**src/rtl/core/lu_pkg.sv**
```systemverilog
// ----------------------------------------------------------------------------
// lu_pkg
// Shared types and constants for the fixed-point LU linear solver.
// ----------------------------------------------------------------------------
package lu_pkg;

  localparam int MAX_N     = 16;
  localparam int FRAC_BITS = 16;
  localparam int IDX_W     = $clog2(MAX_N);
  localparam int ADDR_W    = 2 * IDX_W;
  localparam int DEPTH2    = MAX_N * MAX_N;
  localparam int SIZE_LIM  = (MAX_N < 16) ? MAX_N : 16;

  localparam logic [1:0] REQ_MAT   = 2'd0;
  localparam logic [1:0] REQ_RHS   = 2'd1;
  localparam logic [1:0] REQ_SOLVE = 2'd2;

  localparam logic [1:0] ST_OK   = 2'd0;
  localparam logic [1:0] ST_SING = 2'd1;
  localparam logic [1:0] ST_SAT  = 2'd2;

  localparam logic signed [31:0] S32_MAX = 32'sh7fffffff;
  localparam logic signed [31:0] S32_MIN = 32'sh80000000;

  // saturate a 64-bit signed value to 32 bits, flag reports clamping
  function automatic logic [32:0] sat32(input logic signed [63:0] v);
    logic [32:0] r;
    if (v > 64'sd2147483647) r = {1'b1, S32_MAX};
    else if (v < -64'sd2147483648) r = {1'b1, S32_MIN};
    else r = {1'b0, v[31:0]};
    return r;
  endfunction

  typedef struct packed {
    logic start;
    logic [63:0] dividend;  // magnitude
    logic [31:0] divisor;   // magnitude
  } div_req_t;

  typedef struct packed {
    logic busy;
    logic done;
    logic [63:0] quot;
  } div_rsp_t;

endpackage

```
**src/rtl/core/lu_div.sv**
```systemverilog
// ----------------------------------------------------------------------------
// lu_div
// Unsigned restoring divider, one quotient bit per cycle.
// ----------------------------------------------------------------------------
module lu_div (
  input  logic             clk,
  input  logic             rst,
  input  lu_pkg::div_req_t req,
  output lu_pkg::div_rsp_t rsp
);

  logic [63:0] quot;
  logic [63:0] dvd;
  logic [32:0] rem;
  logic [31:0] dsr;
  logic [6:0]  cnt;
  logic        busy;
  logic        done;
  logic [32:0] trial;

  always_comb begin
    trial = {rem[31:0], dvd[63]} - {1'b0, dsr};
  end

  always_ff @(posedge clk) begin
    if (rst) begin
      busy <= 1'b0;
      done <= 1'b0;
      cnt  <= '0;
    end else begin
      done <= 1'b0;
      if (req.start) begin
        busy <= 1'b1;
        cnt  <= 7'd64;
        dvd  <= req.dividend;
        dsr  <= req.divisor;
        rem  <= '0;
        quot <= '0;
      end else if (busy) begin
        dvd <= {dvd[62:0], 1'b0};
        if (!trial[32]) begin
          rem  <= trial;
          quot <= {quot[62:0], 1'b1};
        end else begin
          rem  <= {rem[31:0], dvd[63]};
          quot <= {quot[62:0], 1'b0};
        end
        cnt <= cnt - 7'd1;
        if (cnt == 7'd1) begin
          busy <= 1'b0;
          done <= 1'b1;
        end
      end
    end
  end

  assign rsp.busy = busy;
  assign rsp.done = done;
  assign rsp.quot = quot;

endmodule

```
**config.mk**
```make
export PLATFORM = sky130hd
export DESIGN_NAME = lu_div
export DESIGN_NICKNAME = d
export VERILOG_FILES = /design/src/rtl/core/lu_pkg.sv /design/src/rtl/core/lu_div.sv
export SDC_FILE = /design/constraint.sdc
export NUM_CORES = 1
export LEC_CHECK = 0
export BUFFER_PORTS_ARGS = -buffer_cell sky130_fd_sc_hd__buf_4
export CAP_MARGIN = 15
export CORE_ASPECT_RATIO = 0.75
export CORE_MARGIN = 2
export CORE_UTILIZATION = 51
export CTS_CLUSTER_DIAMETER = 50
export CTS_CLUSTER_SIZE = 25
export DETAILED_ROUTE_END_ITERATION = 12
export GPL_TIMING_DRIVEN = 0
export HOLD_SLACK_MARGIN = 0.12
export MAX_ROUTING_LAYER = met4
export PLACE_DENSITY = 0.76
export REMOVE_ABC_BUFFERS = 1
export SLEW_MARGIN = 20
export SYNTH_ARGS = -nofsm -noshare
export SYNTH_HDL_FRONTEND = slang
export SYNTH_SLANG_ARGS = --single-unit
export TNS_END_PERCENT = 5
```
**constraint.sdc**
```tcl
create_clock -name clk -period 11 [get_ports clk]
set_input_delay 2.2 -clock clk [delete_from_list [all_inputs] [get_ports clk]]
set_output_delay 2.2 -clock clk [all_outputs]
set_load 0.005 [all_outputs]
```
# --- Word level (Yosys, flattened, before mapping) ---
# Cells that the tools add are included.
op_classes:
  n_eq_ne: 1
  addsub: 2
  div: 0
  reduce_logical: 5
  shift: 0
  mul: 0
  n_bitwise: 2
  muxes: 12
  n_lt_le_gt_ge: 0
ops:
  columns: ["cell", "n"]
  rows:
  - ["two-way mux 64 bit", 3]
  - ["two-way mux 32 bit", 2]
  - ["subtractor 33 x 32 -> 33 bit", 1]
  - ["two-way mux 7 bit", 2]
  - ["== test 7 x 1 -> 1 bit, second input constant", 1]
  - ["subtractor 7 x 1 -> 7 bit, second input constant", 1]
  - ["two-way mux 1 bit", 5]
  - ["AND reduction 2 bit", 2]
  - ["OR reduction 3 bit", 1]
  - ["inverter 1 bit", 2]
  - ["nonzero test 2 bit", 1]
  - ["OR reduction 2 bit", 1]
totals:
  ram_bits: 0
  romBits: 0
  memories: 0
  ff_bits: 201
  out_inout_bits: 66
  latchBits: 0

# --- Logic depth before layout (Yosys ltp) ---
depth:
  word_depth: 4
  mapped_depth: 15
  mapped_depth_nobuf: 14

# --- Least setup slack after synthesis ---
# No wires, ideal clock.
synth_path:
  path_type: "input -> register"
  start: "input port req[96] (netlist bit)"
  end: "register dvd[0] (enable)"
  arrival_time_ps: 9749
  path_slack_ps: 569
  path_stages: 5
  cell_sequence: "clkbuf_1 > clkbuf_1 > buf_1 > nor2_1 > nor2_1"
synth_via:
  elab_chain_len: 2
synth_rtl:
  columns: ["element", "line", "source"]
  rows:
  - ["start: declaration", "lu_div.sv:8", "input lu_pkg::div_req_t req,"]
  - ["nonzero test 2 bit (no line)", null, null]
  - ["AND reduction 2 bit (no line)", null, null]
  - ["end signal: assignment", "lu_div.sv:35", "dvd <= req.dividend;"]
  - ["end signal: assignment", "lu_div.sv:40", "dvd <= {dvd[62:0], 1'b0};"]
  - ["end: declaration", "lu_div.sv:13", "logic [63:0] dvd;"]
# No other way between the ends.
# A chain may end at the register's enable or synchronous reset.

# --- Worst setup path in the final report ---
layout_path:
  start: "register dvd[63]"
  end: "register rem[23] (data pin)"
layout_via:
  elab_chain_len: 3
layout_rtl:
  columns: ["element", "line", "source"]
  rows:
  - ["subtractor 33 x 32 -> 33 bit", "lu_div.sv:22", "trial = {rem[31:0], dvd[63]} - {1'b0, dsr};"]
  - ["two-way mux 32 bit", "lu_div.sv:41", "if (!trial[32]) begin"]
  - ["two-way mux 32 bit", "lu_div.sv:39", "end else if (busy) begin"]
  - ["end signal: assignment", "lu_div.sv:42", "rem <= trial;"]
  - ["end signal: assignment", "lu_div.sv:45", "rem <= {rem[31:0], dvd[63]};"]
  - ["end: declaration", "lu_div.sv:14", "logic [32:0] rem;"]
# No other way between the ends. The select of a mux whose other input is x is not followed.

==> impl_metrics.ini <==
[outcome]
status = finished, final reports clean

[clock_tree]
cts-resized-gates = 0
ctsHtreeMaxLevel = 1
cts.sink_count = 201
numCtsBuffers = 17
cts_tree = done
clk_pin_slew_ps = 70
insertion_delay_ps = 480
cts_root_buffer = clkbuf_16
hold_buffers = 0
clockBufferDepth = 3
post-cts-setup-buffers = 0

[final_layout]
antenna_cells = 0
synthToLayoutAreaGrowth_pct = 22.2
drive_gt1_frac = 0.301
stdcell_count = 1164
nets = 1041

[worst_setup_path]
crit_path_cell_trace = inv_1, ha_1, fa_1, nand2b_1, a21oi_2, o41ai_4, o21ai_2, nand2_2, o2111ai_1, nand2_1, o21a_2, nor2_1, o22ai_1
r2r_cells = 13
endpoint_kind = flip-flop
cp_max_fo = 31
path_class = flip-flop to flip-flop
cp_top_family = compound AO/OA/AOI/OAI gates
cp.arrival_ps = 4070
start_kind = flip-flop
path_depth = 13
path_buf_inv = 1
slowest_stage = nor2_1
cp.required_ps = 11160
slowest_delay_ps = 580
rrSetupSlack_ps = 7100

[yosys]
synth_top_area_cell = edfxtp_1
seq_area_frac_synth = 0.616
synth_top_area_frac = 0.597
synthesis.instances = 752
synth_ff_type = edfxtp_1
synth_edf_count = 192
yosys_warnings = 0
post_synth_main_area_contributors = edfxtp_1 60%, mux2_2 7.4%, ha_1 4.4%, nor2b_1 4.4%, a21oi_1 3.2%
synthArstFlopShare = 0
syn_avg_cell_area_sq_um = 12.8
synth_cell_type_count = 56
yosys_register_bits = 201
synth_area_sq_mm = 0.00965

[grt]
grt_pass1_vias = 6167
grt_antenna_before_repair = 0
globalRouteMet2Util = 0.296
grt_busiest_layer = met1
grt_pass1_wl_um = 31600
grt-ovfl-total = 0
grt_usage = 0.204
use_met1 = 0.300
grt_start_max_net_pins = 90
gr-usage-met3 = 0.0379

[die]
placementRows = 43
die_x_um = 163
dieArea_sq_mm = 0.0201
core_sq_mm = 0.0185
start_util = 0.521
dieHeight_um = 123
io_pins = 165

[pwr]
design_power_total_mw = 1.89
powerDensity_mw_per_mm2 = 160
vdd_drop_max_uv = 112
p_leak_nw = 4.62

[route]
wl_per_cell_um = 17.1
drc = 0
antenna_left = 0
dr_total_vias = 6295
routed_wl_um = 19900
first_iter_violations = 492
via_per_inst = 5.41
firstDrtPassIters = 4

[sta]
fin_crit_sh = 0.355
maxSlewViolCount = 0
fin_skew_ps = 13.5
slew_headroom = 0.279
min_period_ps = 3900
setup_viol = 0
tightest_slew_ps = 1080
hold_violations = 0
max_freq_mhz = 256
rsz0062_at_grt = no
fin_hold_ws_ps = 498

[placement]
hpwl_um = 13700
gp_congestion = 0.885
port_buffers = 164
placed_cells = 1135

[hold_path]
hold_depth = 2
hp-class = flip-flop to flip-flop

[run]
drv_cap = 0
[tightest hold or removal path, delay by kind of cell, from the launching register on]
kind             cells  cell delay [ps]
AO/OA/AOI/OAI        1               50
flip-flops           1              320
AND/OR/NAND/NOR      1               80
[layer usage]
layer,part of all wire,up-vias
li1,-,3056
met4,0.020,0
met5,0,-
met3,0.062,32
met2,0.44,186
met1,0.48,3021
[kinds of logic after synthesis]
| family | synth area share |
|---|---|
| DFF | 0.616 |
| and+or+nand+nor | 0.102 |
| AOI/OAI and AO/OA | 0.101 |
| buffers and inverters | 0.0338 |
| muxes | 0.0735 |
| adders and majority gates | 0.0462 |
| xor gates and xnor gates | 0.0272 |
[synthesized netlist by cell type (all sizes together), types with 2 or more instances]
library cell  number
nand4              9
a211oi             7
o211ai             2
or3                3
o221ai             2
ha                34
nor2b             68
o2111ai            2
xnor2             23
clkbuf            31
a31oi              3
buf                6
a21o              14
dfxtp              9
nor2              31
inv               45
o21a               7
or4                2
nand2b             6
and2               3
edfxtp           192
nand3             25
nor3               2
a21oi             63
o21bai             4
o21ai             46
mux2              63
xor2               7
nand2             23
[worst paths after layout]
check | startpoint | end
min reg2reg | cnt[1] | cnt[1]
min | cnt[1] | cnt[1]
max reg2reg | dvd[63] | rem[23]
max | dvd[63] | rem[23]
[registers in the layout (all words and copies together) (netlist names)]
signal	flops
dvd	64
quot	64
dsr	32
rem	32
cnt	7
busy	1
done	1
[final cells by class]
class / count / area, sq um
Clock buffer: 20 / 437
Sequential cell: 201 / 5950
Fill cell: 1426 / 6710
Multi-Input combinational cell: 468 / 3410
Tap cell: 247 / 309
Clock inverter: 9 / 83.8
Inverter: 46 / 173
Timing Repair Buffer: 173 / 1440
[power by group]
group	total [mW]	leakage (nW)	switching, mW	internal [mW]
sequential	0.932	1.93	0.0235	0.909
combinational	0.375	2.44	0.200	0.176
clock	0.578	0.252	0.282	0.296
[layout by cell type (no fill, tap or decap), types with 3 or more instances in the layout]
master / instances
edfxtp_1: 192
buf_4: 163
nor2b_1: 68
mux2_2: 63
a21oi_1: 62
inv_1: 45
ha_1: 34
o21ai_0: 32
nor2_1: 29
nand3_1: 25
xnor2_1: 23
nand2_1: 22
clkbuf_16: 17
a21o_1: 14
o21ai_1: 12
nand4_1: 9
dfxtp_1: 9
a211oi_1: 7
xor2_1: 7
nand2b_1: 6
o21a_1: 6
o21bai_1: 4
inv_6: 4
buf_16: 4
buf_12: 4
or3_1: 3
a31oi_1: 3
clkbuf_1: 3
[per-stage QoR]
step                      worst slack, ps  utilization  area [sq um]  setup TNS, ps
after global placement              -3260        0.596         11000        -518630
after detailed placement             6650        0.609         11300              0
final                                7100        0.637         11800              0
after CTS                            6830        0.637         11800              0
after floorplan                      1430            -          9500              0
after global routing                 6870        0.637         11800              0
(Power assumes the default switching activity.)
